**config.mk**
```make
export PLATFORM = sky130hd
export DESIGN_NAME = integer_to_radix_string_flat
export DESIGN_NICKNAME = d
export VERILOG_FILES = /design/src/sv/itrs_pkg.sv /design/src/sv/itrs_ifs.sv /design/src/sv/itrs_ram.sv /design/src/sv/itrs_cfg.sv /design/src/sv/itrs_ctrl.sv /design/src/sv/itrs_dp.sv /design/src/sv/integer_to_radix_string.sv /design/src/flat_wrapper.sv
export SDC_FILE = /design/constraint.sdc
export NUM_CORES = 2
export LEC_CHECK = 0
export ABC_CLOCK_PERIOD_IN_PS = 22000
export BUFFER_PORTS_ARGS = -buffer_cell sky130_fd_sc_hd__buf_2
export CAP_MARGIN = 0
export CORE_UTILIZATION = 60
export DETAILED_ROUTE_END_ITERATION = 6
export GPL_ROUTABILITY_DRIVEN = 0
export HOLD_SLACK_MARGIN = 0.02
export PLACE_DENSITY = 0.77
export SLEW_MARGIN = 30
export SYNTH_ARGS = -nofsm -noshare
export SYNTH_HDL_FRONTEND = slang
export SYNTH_HIERARCHICAL = 1
export SYNTH_SLANG_ARGS = --single-unit
```
**constraint.sdc**
```tcl
create_clock -name clk_i -period 22 [get_ports clk_i]
set_input_delay 3.3 -clock clk_i [delete_from_list [all_inputs] [get_ports clk_i]]
set_output_delay 3.3 -clock clk_i [all_outputs]
set_load 0.02 [all_outputs]
```
**src/sv/itrs_pkg.sv**
```systemverilog
// Shared constants, types and helper functions of the radix text formatter.
package itrs_pkg;

  localparam int MAX_SYMBOLS     = 16;
  localparam int DIGIT_DEPTH     = 32;
  localparam int VALUE_WIDTH_DEF = 32;
  localparam int DIGIT_W         = 4;
  localparam int BASE_W          = 5;
  localparam int ALPHA_W         = 64;
  localparam int CHAR_W          = 8;
  localparam int CFG_IDX_W       = 2;
  localparam int RECIP_W         = 32;

  localparam logic [CHAR_W-1:0] CHAR_PLUS  = 8'h2B;
  localparam logic [CHAR_W-1:0] CHAR_MINUS = 8'h2D;
  localparam logic [CHAR_W-1:0] CHAR_ZERO  = 8'h30;

  typedef enum logic [CFG_IDX_W-1:0] {
    CFG_ALPHA_LO = 2'd0,
    CFG_ALPHA_HI = 2'd1,
    CFG_BASE     = 2'd2
  } cfg_idx_e;

  typedef enum logic [1:0] {
    PUSH_NONE,
    PUSH_SIGN,
    PUSH_ZERO,
    PUSH_DIGIT
  } push_e;

  typedef struct packed {
    logic [ALPHA_W-1:0] alpha_lo;
    logic [ALPHA_W-1:0] alpha_hi;
    logic [BASE_W-1:0]  base;
  } cfg_t;

  typedef struct packed {
    logic  load;
    logic  mul1;
    logic  mul2;
    logic  fix;
    logic  dec;
    push_e push;
  } cmd_t;

  typedef struct packed {
    logic mag_zero;
    logic q_zero;
    logic cnt_last_slot;
    logic cnt_one;
    logic neg;
    logic out_free;
    logic rem_ok;
  } status_t;

  // Symbols 0..7 live in the low word, 8..15 in the high word, lowest byte first.
  function automatic logic [CHAR_W-1:0] symbol_at(input cfg_t cfg,
                                                  input logic [DIGIT_W-1:0] idx);
    logic [ALPHA_W-1:0] word;
    word = idx[3] ? cfg.alpha_hi : cfg.alpha_lo;
    return word[{idx[2:0], 3'b000} +: CHAR_W];
  endfunction

  // Truncated reciprocal floor(2^32 / d); the quotient estimate it gives is at
  // most one below the true quotient.
  function automatic logic [RECIP_W-1:0] recip_of(input logic [BASE_W-1:0] base);
    logic [RECIP_W-1:0] r;
    case (base)
      5'd2:    r = 32'h8000_0000;
      5'd3:    r = 32'h5555_5555;
      5'd4:    r = 32'h4000_0000;
      5'd5:    r = 32'h3333_3333;
      5'd6:    r = 32'h2AAA_AAAA;
      5'd7:    r = 32'h2492_4924;
      5'd8:    r = 32'h2000_0000;
      5'd9:    r = 32'h1C71_C71C;
      5'd10:   r = 32'h1999_9999;
      5'd11:   r = 32'h1745_D174;
      5'd12:   r = 32'h1555_5555;
      5'd13:   r = 32'h13B1_3B13;
      5'd14:   r = 32'h1249_2492;
      5'd15:   r = 32'h1111_1111;
      5'd16:   r = 32'h1000_0000;
      default: r = '0;
    endcase
    return r;
  endfunction

endpackage

```
**src/sv/itrs_ifs.sv**
```systemverilog
// Valid/ready channel interfaces for the input value and the output characters.
interface itrs_in_if #(parameter int W = 32);
  logic                valid;
  logic                ready;
  logic signed [W-1:0] value;
  modport source (output valid, output value, input ready);
  modport sink   (input valid, input value, output ready);
endinterface

interface itrs_out_if;
  logic       valid;
  logic       ready;
  logic [7:0] character;
  logic       last;
  modport source (output valid, output character, output last, input ready);
  modport sink   (input valid, input character, input last, output ready);
endinterface

```
**src/sv/itrs_ram.sv**
```systemverilog
// Generic single-write, single-read RAM with registered read data.
module itrs_ram #(
  parameter int WIDTH = 4,
  parameter int DEPTH = 32
) (
  input  logic                     clk_i,
  input  logic                     we_i,
  input  logic [$clog2(DEPTH)-1:0] waddr_i,
  input  logic [WIDTH-1:0]         wdata_i,
  input  logic [$clog2(DEPTH)-1:0] raddr_i,
  output logic [WIDTH-1:0]         rdata_o
);

  logic [WIDTH-1:0] mem_q [DEPTH];
  logic [WIDTH-1:0] rdata_q;

  always_ff @(posedge clk_i) begin
    if (we_i) begin
      mem_q[waddr_i] <= wdata_i;
    end
    rdata_q <= mem_q[raddr_i];
  end

  assign rdata_o = rdata_q;

endmodule

```
**src/sv/itrs_cfg.sv**
```systemverilog
// Configuration registers and the alphabet validity check.
module itrs_cfg import itrs_pkg::*; (
  input  logic                 clk_i,
  input  logic                 rst_ni,
  input  logic                 cfg_we_i,
  input  logic [CFG_IDX_W-1:0] cfg_idx_i,
  input  logic [ALPHA_W-1:0]   cfg_data_i,
  output cfg_t                 cfg_o,
  output logic                 alpha_ok_o
);

  cfg_t cfg_q;
  logic bad;

  always_ff @(posedge clk_i or negedge rst_ni) begin
    if (!rst_ni) begin
      cfg_q <= '0;
    end else if (cfg_we_i) begin
      case (cfg_idx_e'(cfg_idx_i))
        CFG_ALPHA_LO: cfg_q.alpha_lo <= cfg_data_i;
        CFG_ALPHA_HI: cfg_q.alpha_hi <= cfg_data_i;
        CFG_BASE:     cfg_q.base     <= cfg_data_i[BASE_W-1:0];
        default: ;
      endcase
    end
  end

  // Only symbols below the base count; every pair of them is compared.
  always_comb begin
    bad = (cfg_q.base < BASE_W'(2)) || (cfg_q.base > BASE_W'(MAX_SYMBOLS));
    for (int a = 0; a < 16; a++) begin
      if (BASE_W'(a) < cfg_q.base) begin
        if (symbol_at(cfg_q, DIGIT_W'(a)) == CHAR_PLUS ||
            symbol_at(cfg_q, DIGIT_W'(a)) == CHAR_MINUS) begin
          bad = 1'b1;
        end
        for (int b = a + 1; b < 16; b++) begin
          if (BASE_W'(b) < cfg_q.base &&
              symbol_at(cfg_q, DIGIT_W'(a)) == symbol_at(cfg_q, DIGIT_W'(b))) begin
            bad = 1'b1;
          end
        end
      end
    end
  end

  assign cfg_o      = cfg_q;
  assign alpha_ok_o = !bad;

endmodule

```
**src/sv/itrs_ctrl.sv**
```systemverilog
// Sequencer: digit extraction, then sign and digit characters out, or a lone zero.
module itrs_ctrl import itrs_pkg::*; (
  input  logic    clk_i,
  input  logic    rst_ni,
  input  logic    in_valid_i,
  input  logic    alpha_ok_i,
  input  status_t status_i,
  output cmd_t    cmd_o,
  output logic    in_ready_o
);

  typedef enum logic [3:0] {
    IDLE,
    START,
    MUL1,
    MUL2,
    FIX,
    SIGN,
    RD,
    DATA,
    ZERO
  } state_e;

  state_e state_q, state_d;
  cmd_t   cmd;

  always_comb begin
    state_d  = state_q;
    cmd      = '0;
    cmd.push = PUSH_NONE;
    case (state_q)
      IDLE: begin
        if (in_valid_i) begin
          cmd.load = 1'b1;
          // A word that arrives with a bad alphabet is taken and dropped.
          if (alpha_ok_i) begin
            state_d = START;
          end
        end
      end
      START: begin
        state_d = status_i.mag_zero ? ZERO : MUL1;
      end
      MUL1: begin
        cmd.mul1 = 1'b1;
        state_d  = MUL2;
      end
      MUL2: begin
        cmd.mul2 = 1'b1;
        state_d  = FIX;
      end
      FIX: begin
        cmd.fix = 1'b1;
        if (status_i.q_zero || status_i.cnt_last_slot) begin
          state_d = status_i.neg ? SIGN : RD;
        end else begin
          state_d = MUL1;
        end
      end
      SIGN: begin
        if (status_i.out_free) begin
          cmd.push = PUSH_SIGN;
          state_d  = RD;
        end
      end
      RD: begin
        state_d = DATA;
      end
      DATA: begin
        if (status_i.out_free) begin
          cmd.push = PUSH_DIGIT;
          cmd.dec  = 1'b1;
          state_d  = status_i.cnt_one ? IDLE : RD;
        end
      end
      ZERO: begin
        if (status_i.out_free) begin
          cmd.push = PUSH_ZERO;
          state_d  = IDLE;
        end
      end
      default: state_d = IDLE;
    endcase
  end

  always_ff @(posedge clk_i or negedge rst_ni) begin
    if (!rst_ni) begin
      state_q <= IDLE;
    end else begin
      state_q <= state_d;
    end
  end

  assign cmd_o      = cmd;
  assign in_ready_o = (state_q == IDLE);

endmodule

```
**src/sv/itrs_dp.sv**
```systemverilog
// Datapath: magnitude, reciprocal divider, digit store and output register.
module itrs_dp import itrs_pkg::*; #(
  parameter int VALUE_WIDTH = VALUE_WIDTH_DEF
) (
  input  logic                   clk_i,
  input  logic                   rst_ni,
  input  logic [VALUE_WIDTH-1:0] value_i,
  input  cfg_t                   cfg_i,
  input  cmd_t                   cmd_i,
  output status_t                status_o,
  input  logic                   out_ready_i,
  output logic                   out_valid_o,
  output logic [CHAR_W-1:0]      out_char_o,
  output logic                   out_last_o
);

  localparam int VW = VALUE_WIDTH;
  localparam int PW = VW + RECIP_W;
  localparam int BW = VW + BASE_W;
  localparam int AW = $clog2(DIGIT_DEPTH);
  localparam int CW = $clog2(DIGIT_DEPTH + 1);

  logic [VW-1:0]     mag_q, qest_q, mag_ld, quot;
  logic              neg_q;
  logic [PW-1:0]     prod_q;
  logic [BW-1:0]     back_q, rem_full, rem_fix, base_ext;
  logic [CW-1:0]     cnt_q, cnt_m1;
  logic              big;
  logic [DIGIT_W-1:0] rdata;
  logic              out_valid_q, out_last_q;
  logic [CHAR_W-1:0] out_char_q;
  logic              out_free;

  assign mag_ld   = value_i[VW-1] ? (~value_i + VW'(1)) : value_i;
  assign base_ext = BW'(cfg_i.base);
  assign rem_full = BW'(mag_q) - back_q;
  assign big      = (rem_full >= base_ext);
  assign rem_fix  = big ? (rem_full - base_ext) : rem_full;
  assign quot     = qest_q + VW'(big);
  assign cnt_m1   = cnt_q - CW'(1);
  assign out_free = !out_valid_q || out_ready_i;

  always_ff @(posedge clk_i or negedge rst_ni) begin
    if (!rst_ni) begin
      cnt_q <= '0;
    end else if (cmd_i.load) begin
      cnt_q <= '0;
    end else if (cmd_i.fix) begin
      cnt_q <= cnt_q + CW'(1);
    end else if (cmd_i.dec) begin
      cnt_q <= cnt_m1;
    end
  end

  always_ff @(posedge clk_i) begin
    if (cmd_i.load) begin
      mag_q <= mag_ld;
      neg_q <= value_i[VW-1];
    end else if (cmd_i.fix) begin
      mag_q <= quot;
    end
    if (cmd_i.mul1) begin
      prod_q <= PW'(mag_q) * PW'(recip_of(cfg_i.base));
    end
    if (cmd_i.mul2) begin
      qest_q <= prod_q[PW-1:RECIP_W];
      back_q <= BW'(prod_q[PW-1:RECIP_W]) * base_ext;
    end
  end

  itrs_ram #(
    .WIDTH (DIGIT_W),
    .DEPTH (DIGIT_DEPTH)
  ) u_digits (
    .clk_i   (clk_i),
    .we_i    (cmd_i.fix),
    .waddr_i (cnt_q[AW-1:0]),
    .wdata_i (rem_fix[DIGIT_W-1:0]),
    .raddr_i (cnt_m1[AW-1:0]),
    .rdata_o (rdata)
  );

  always_ff @(posedge clk_i or negedge rst_ni) begin
    if (!rst_ni) begin
      out_valid_q <= 1'b0;
    end else if (cmd_i.push != PUSH_NONE) begin
      out_valid_q <= 1'b1;
    end else if (out_ready_i) begin
      out_valid_q <= 1'b0;
    end
  end

  always_ff @(posedge clk_i) begin
    case (cmd_i.push)
      PUSH_SIGN: begin
        out_char_q <= CHAR_MINUS;
        out_last_q <= 1'b0;
      end
      PUSH_ZERO: begin
        out_char_q <= CHAR_ZERO;
        out_last_q <= 1'b1;
      end
      PUSH_DIGIT: begin
        out_char_q <= symbol_at(cfg_i, rdata);
        out_last_q <= (cnt_q == CW'(1));
      end
      default: ;
    endcase
  end

  assign status_o.mag_zero      = (mag_q == '0);
  assign status_o.q_zero        = (quot == '0);
  assign status_o.cnt_last_slot = (cnt_q == CW'(DIGIT_DEPTH - 1));
  assign status_o.cnt_one       = (cnt_q == CW'(1));
  assign status_o.neg           = neg_q;
  assign status_o.out_free      = out_free;
  assign status_o.rem_ok        = (rem_fix < base_ext);

  assign out_valid_o = out_valid_q;
  assign out_char_o  = out_char_q;
  assign out_last_o  = out_last_q;

endmodule

```
**src/sv/integer_to_radix_string.sv**
```systemverilog
// Top level: signed integer to text in a configured radix and alphabet.
//
// The input channel takes one signed word per item; the output channel gives
// one word per character, most significant digit first, with last set
// on the final character. A negative value starts with '-', zero gives '0'.
// Write alphabet_low, alphabet_high and base_size through the cfg port while
// the block is idle. With an invalid alphabet an item is taken and dropped.
// Each digit passes through three steps in the reciprocal divider (multiply by
// the truncated reciprocal, multiply back, correct the remainder); each
// character then passes through the RD and DATA states, as the digit store has
// a registered read, and waits in DATA while the output register is not free.
// The input is accepted only between items.
// Reset clears the configuration, so items are dropped until an alphabet and
// a base are written; the digit store needs no clearing pass. While the
// receiver stalls, the output register holds its word and the sequencer
// waits; the final word may still wait there while the next item is accepted.
module integer_to_radix_string import itrs_pkg::*; #(
  parameter int VALUE_WIDTH = VALUE_WIDTH_DEF
) (
  input  logic                 clk_i,
  input  logic                 rst_ni,
  input  logic                 cfg_we_i,
  input  logic [CFG_IDX_W-1:0] cfg_idx_i,
  input  logic [ALPHA_W-1:0]   cfg_data_i,
  itrs_in_if.sink              in_ch,
  itrs_out_if.source           out_ch
);

  cfg_t    cfg;
  logic    alpha_ok;
  cmd_t    cmd;
  status_t status;
  logic    in_ready;

  itrs_cfg u_cfg (
    .clk_i      (clk_i),
    .rst_ni     (rst_ni),
    .cfg_we_i   (cfg_we_i),
    .cfg_idx_i  (cfg_idx_i),
    .cfg_data_i (cfg_data_i),
    .cfg_o      (cfg),
    .alpha_ok_o (alpha_ok)
  );

  itrs_ctrl u_ctrl (
    .clk_i      (clk_i),
    .rst_ni     (rst_ni),
    .in_valid_i (in_ch.valid),
    .alpha_ok_i (alpha_ok),
    .status_i   (status),
    .cmd_o      (cmd),
    .in_ready_o (in_ready)
  );

  itrs_dp #(
    .VALUE_WIDTH (VALUE_WIDTH)
  ) u_dp (
    .clk_i       (clk_i),
    .rst_ni      (rst_ni),
    .value_i     (VALUE_WIDTH'(in_ch.value)),
    .cfg_i       (cfg),
    .cmd_i       (cmd),
    .status_o    (status),
    .out_ready_i (out_ch.ready),
    .out_valid_o (out_ch.valid),
    .out_char_o  (out_ch.character),
    .out_last_o  (out_ch.last)
  );

  assign in_ch.ready = in_ready;

  // A word taken with a good alphabet starts a conversion, so the input closes.
  a_busy_after_accept: assert property (@(posedge clk_i) disable iff (!rst_ni)
    (in_ch.valid && in_ch.ready && alpha_ok) |=> !in_ch.ready)
    else $error("input still open after a conversion started");

  // The reciprocal estimate needs at most one correction step.
  a_digit_in_range: assert property (@(posedge clk_i) disable iff (!rst_ni)
    cmd.fix |-> status.rem_ok)
    else $error("remainder not below the base after correction");

  // Characters are only loaded into a free output register.
  a_push_when_free: assert property (@(posedge clk_i) disable iff (!rst_ni)
    (cmd.push != PUSH_NONE) |-> status.out_free)
    else $error("character pushed over a word still waiting");

endmodule

```
**src/flat_wrapper.sv**
```systemverilog
// flat-port wrapper written by rule: the top's interface ports become plain ports
module integer_to_radix_string_flat import itrs_pkg::*;
#(
  parameter int VALUE_WIDTH = VALUE_WIDTH_DEF
)
  (clk_i, rst_ni, cfg_we_i, cfg_idx_i, cfg_data_i, in_ch_valid, in_ch_value, in_ch_ready, out_ch_valid, out_ch_character, out_ch_last, out_ch_ready);
  itrs_in_if #(.W(32)) in_ch_i ();
  itrs_out_if out_ch_i ();
  input  logic clk_i;
  input  logic rst_ni;
  input  logic cfg_we_i;
  input  logic [CFG_IDX_W-1:0] cfg_idx_i;
  input  logic [ALPHA_W-1:0] cfg_data_i;
  input wire logic [$bits(in_ch_i.valid)-1:0] in_ch_valid;
  input wire logic [$bits(in_ch_i.value)-1:0] in_ch_value;
  output wire logic [$bits(in_ch_i.ready)-1:0] in_ch_ready;
  output wire logic [$bits(out_ch_i.valid)-1:0] out_ch_valid;
  output wire logic [$bits(out_ch_i.character)-1:0] out_ch_character;
  output wire logic [$bits(out_ch_i.last)-1:0] out_ch_last;
  input wire logic [$bits(out_ch_i.ready)-1:0] out_ch_ready;
  assign in_ch_i.valid = in_ch_valid;
  assign in_ch_i.value = in_ch_value;
  assign in_ch_ready = in_ch_i.ready;
  assign out_ch_valid = out_ch_i.valid;
  assign out_ch_character = out_ch_i.character;
  assign out_ch_last = out_ch_i.last;
  assign out_ch_i.ready = out_ch_ready;
  integer_to_radix_string #(.VALUE_WIDTH(VALUE_WIDTH)) u_core (.clk_i(clk_i), .rst_ni(rst_ni), .cfg_we_i(cfg_we_i), .cfg_idx_i(cfg_idx_i), .cfg_data_i(cfg_data_i), .in_ch(in_ch_i), .out_ch(out_ch_i));
endmodule
```
# Word-level counts from Yosys, hierarchy flattened
# Memories as Yosys holds them, arrays and structs flattened. A register that Yosys moved wholly into a read port is not among the register bits.
# Cells that the tools add are included.
classes:
  bitwise: 1
  multipliers: 2
  muxes: 187
  add_sub_neg: 6
  n_lt_le_gt_ge: 19
  eq_ne: 172
  reduce_logical: 153
  shift: 1
op_table:
  columns: ["operator", "n"]
  rows:
  - ["$eq 8x8->1", 120]
  - ["$eq 8x6->1 const B", 32]
  - ["$mux 1", 163]
  - ["$mux 32", 4]
  - ["$logic_and 1x1->1", 120]
  - ["$logic_not 32->1", 2]
  - ["$mul 32x32->64", 1]
  - ["$mux 64", 1]
  - ["$shiftx 64x7->8", 1]
  - ["$lt 4x5->1 const A", 8]
  - ["$ge 37x5->1", 1]
  - ["$mul 32x5->37", 1]
  - ["$sub 32x37->37", 1]
  - ["$pmux 4 s9", 1]
  - ["$add 32x1->32", 1]
  - ["$add 32x1->32 const B", 1]
  - ["$not 32->32", 1]
  - ["$mux 4", 7]
  - ["$pmux 8 s3", 1]
  - ["$lt 3x5->1 const A", 4]
  - ["$logic_or 1x1->1", 19]
  - ["$mux 6", 3]
  - ["$eq 4x3->1 const B", 4]
  - ["$lt 1x5->1 const A", 2]
  - ["other kinds (25)", 42]
totals:
  n_memories: 2
  regBits: 319
  input_bits: 103
  output_inout_bits: 11
  ramBits: 128
  elab_cells: 556
  mem_bits_ro: 1024
memory_table:
  columns: ["name", "depth", "word_bits", "read_ports", "rd_clocked_by_memory_dff", "wr", "line", "rtl"]
  rows:
  - ["(name not given)", 32, 32, 1, 0, 0, "itrs_pkg.sv:68", "case (base)"]
  - ["u_core.u_dp.u_digits.mem_q", 32, 4, 1, 1, 1, "itrs_ram.sv:14", "logic [WIDTH-1:0] mem_q [DEPTH];"]

# Logic depth before layout (Yosys ltp)
logic_depth:
  word_depth: 157
  mapped_depth: 39
  ltp_nobuf: 37

# Modules after synthesis
# Netlist, hierarchy kept.
modules_own_cells:
  columns: ["mod", "area_per_inst_um2", "instances", "cells_per_inst", "seq_area_each_um2"]
  rows:
  - ["itrs_dp", 45859.0, 1, 4789, 4469.3]
  - ["itrs_cfg", 17782.1, 1, 1988, 3328.2]
  - ["itrs_ram", 5138.7, 1, 231, 3923.8]
  - ["itrs_ctrl", 375.4, 1, 50, 100.1]

# Worst setup path after synthesis
# OpenSTA, ideal clock, no wires.
synth_path:
  path_type: "register to register"
  start: "reg u_core.u_cfg.cfg_q (netlist bit u_core/u_cfg/cfg_o[0])"
  end: "reg u_core.u_dp.prod_q[63] (data pin)"
  setup_slack_ps: 12462
  stages_incl_launch_ff: 40
  synth_period_minus_slack_ps: 9538
  path_buffers: 3
  setup_ps: 260
  t_arrival_ps: 9278
  required_ps: 21740
  cell_sequence: "dfrtp_1 -> clkbuf_1 -> inv_1 -> ha_1 -> nand2_1 -> nor2_1 -> a21oi_1 -> nor2_1 -> clkbuf_1 -> clkbuf_1 -> nand2_1 -> fa_1 -> inv_1 -> fa_1 -> fa_1 -> inv_1 -> fa_1 -> inv_1 -> [... 4 more ...] -> fa_1 -> inv_1 -> fa_1 -> inv_1 -> ha_1 -> a21o_1 -> a21oi_1 -> o211ai_1 -> a2111o_1 -> o31ai_1 -> a21boi_1 -> a41o_1 -> a221o_1 -> a41oi_1 -> o31ai_1 -> nor4_1 -> nor3_1 -> xnor2_1"
synth_between:
  elab_chain_cells: 3
synth_rtl:
  columns: ["item", "line", "rtl"]
  rows:
  - ["start: declaration", "itrs_cfg.sv:12", "cfg_t cfg_q;"]
  - ["$mem_v2 32x32", null, null]
  - ["$mux 32", "itrs_dp.sv:62", "if (cmd_i.mul1) begin"]
  - ["$mul 32x32->64", "itrs_dp.sv:63", "prod_q <= PW'(mag_q) * PW'(recip_of(cfg_i.base));"]
  - ["end signal: assignment", "itrs_dp.sv:63", null]
  - ["end: declaration", "itrs_dp.sv:25", "logic [PW-1:0] prod_q;"]
# Every way passes these cells. The select of a mux whose other input is x is not followed.
# A chain may end at the register's enable or synchronous reset.

# Final worst setup path
layout_path:
  start: "reg u_core.u_cfg.cfg_q (netlist bit u_core/u_cfg/cfg_o[3])"
  end: "reg u_core.u_dp.prod_q[63] (data pin)"
# Same word-level chain as after synthesis.

==> metrics.md <==
| Metric | Value |
|---|---|
| Setup crit end kind | register |
| Skew final | 31.86 ps |
| First DRT Iteration DRCs | 8075 |
| Die width | 339.8 um |
| Hold Violations, Final | 0 |
| Most frequent cell on the critical path | fa_1 |
| Fin crit period | 11790 ps |
| Most frequent cells in the layout | inv_1 (1006), fa_1 (987), xnor2_1 (774) |
| Register-to-Register Path Depth | 35 |
| Clk sinks | 419 |
| Core area | 112800 um^2 |
| Proportion of layout cells with a drive suffix above 1 | 10.10% |
| Busiest grt layer | met2 |
| Mean Syn Cell Area | 9.847 um^2 |
| Fillers | 8757 |
| GR Overflow Total | 0 |
| Layout Nets | 8234 |
| Status | finished, violations left |
| Worst skew pair latency | 620 ps |
| Htree depth | 2 |
| Routed wire per std cell | 25.97 um |
| Row cnt | 123 |
| Pre-CTS setup slack | 10450 ps |
| Commonest non-fill, non-tap cell in the layout | inv_1 |
| First-pass detailed-route iteration total | 7 |
| Met2 GRT Util | 53.64% |
| Max-slew violation total from the final report | 0 |
| Vias | 53.94k |
| Worst slew pin tran | 1068 ps |
| Setup violations, final | 0 |
| Die Span Y | 339.8 um |
| Number of nets with antenna violations after routing | 0 |
| Crit path max-delay cell type | o31ai_1 |
| CTS tree | built |
| Ports | 114 |
| Cell family contributing the most delay on the critical path | adder cells |
| Number of maximum-capacitance violations | 0 |
| Worst hold path type | reg2reg |
| Hold Path End | u_core/u_cfg/cfg_o[27] |
| Vias per inst | 6.467 |
| Post-layout worst setup margin | 10210 ps |
| Starting Density | 60.69% |
| FF-to-FF Start | u_core/u_cfg/cfg_o[3] |
| Violated checks | design-rule violations |
| Cell Area, Synth | 68460 um^2 |
| Reg2reg end | u_core/u_dp/prod_q[63] |
| Fmax | 0.08482 GHz |
| All-Layer GR Usage | 37.70% |
| Final Cycle Share | 53.59% |
| Final core utilization | 63.64% |
| # port buffers | 113 |
| Pin count of the biggest net entering global routing | 77 |
| Relative slew margins | 28.78% |
| Clock buffer count from CTS | 47 |
| Post-CTS resize count | 0 |
| Die ar. | 115500 um^2 |
| Hold Buf Count CTS | 0 |
| RSZ-0062 raised after global routing | false |
| Worst EP arrival | 12150 ps |
| Element type at the critical path start | register |
| Non-filler instance count after layout | 8341 |
| Drt drc | 11 |
| Synthesis-to-finish area growth | 4.871% |
| First-pass GRT wire length | 330.7 mm |
| Synth Warn # | 6 |
| Vias in the first global route | 54.98k |
| Placed cell count | 8243 |
| Setup TNS | 0 ps |
| Worst path bufs/invs | 9 |
| CP max FO | 63 |
| Critical path required time | 22360 ps |
| Post-CTS Setup Repair Bufs | 0 |
| Post-DP HPWL | 155.3 mm |
| Drt total wl | 216.7 mm |
| Largest buffer count on any clock path | 3 |
| M1 GR Usage | 50.49% |
| Gate Count Post-Synth | 6952 |
| Min-Delay Startpoint | u_core/u_cfg/cfg_o[27] |
| Clk Tree Root Cell | clkbuf_16 |
| Clock transition at the registers of the reported paths | 70 ps |
| Reg2reg setup slack | 10210 ps |
| Met3 Usage GRT | 14.53% |
| Initial antenna violation count | 22 |
| Max stage delay on crit path | 750 ps |
| Critical path type | reg2reg |
| Hold depth | 1 |
| Post-synth net total | 8393 |
sequential cells by signal, summed over array words and instances (netlist names):
signal / flops
u_core/u_cfg/cfg_o: 133
u_core/u_dp/u_digits/mem_q: 128
u_core/u_dp/back_q: 37
u_core/u_dp/mag_q: 32
u_core/u_dp/prod_q: 32
u_core/u_dp/qest_q: 32
u_core/u_dp/out_char_o: 8
u_core/u_dp/cnt_q: 6
u_core/u_ctrl/state_q: 4
u_core/u_dp/u_digits/rdata_o: 4
u_core/u_dp/neg_q: 1
u_core/u_dp/out_last_o: 1
u_core/u_dp/out_valid_o: 1
worst max path at each step:
stage	endpoint	cells past startpoint	slack (ps)	start
floorplan	u_core/u_dp/prod_q[63]	39	12500	u_core/u_cfg/cfg_o[0]
finish	u_core/u_dp/prod_q[63]	35	10210	u_core/u_cfg/cfg_o[3]
CTS	u_core/u_dp/prod_q[63]	33	10410	u_core/u_cfg/cfg_o[3]
global route	u_core/u_dp/prod_q[63]	35	9710	u_core/u_cfg/cfg_o[3]
global placement	u_core/u_dp/prod_q[63]	33	10760	u_core/u_cfg/cfg_o[3]
detailed placement	u_core/u_dp/prod_q[63]	33	10450	u_core/u_cfg/cfg_o[3]
cell type report:
| cell class | count | area (um^2) | share of cell area, % |
|---|---|---|---|
| Antenna cell | 10 | 25.02 | 0.03486 |
| Clock buffer | 55 | 1246 | 1.736 |
| Clock inverter | 32 | 394.1 | 0.5490 |
| Inverter | 1007 | 3782 | 5.268 |
| Multi-Input combinational cell | 5024 | 50650 | 70.55 |
| Sequential cell | 419 | 11860 | 16.52 |
| Tap cell | 1500 | 1877 | 2.614 |
| Timing Repair Buffer | 294 | 1952 | 2.719 |
stage by stage:
stage	area [um^2]	hold slack, ps
2_1_floorplan	68460	487.1
4_1_cts	71730	525.7
6_report	71790	527.1
3_3_place_gp	70060	488.5
5_1_grt	71770	540.4
3_5_place_dp	70090	511.5
metal layers:
| metal | share of wire [%] | wire length [um] | vias to the layer above |
|---|---|---|---|
| li1 | - | - | 22000 |
| met1 | 37 | 79090 | 26380 |
| met2 | 41 | 89790 | 4356 |
| met3 | 16 | 33630 | 1185 |
| met4 | 6.5 | 13990 | 22 |
| met5 | 0.068 | 148 | - |
Power is left out: the tool's default activity adds up to more than one toggle a clock period on the data nets, which glitch-free logic cannot reach.
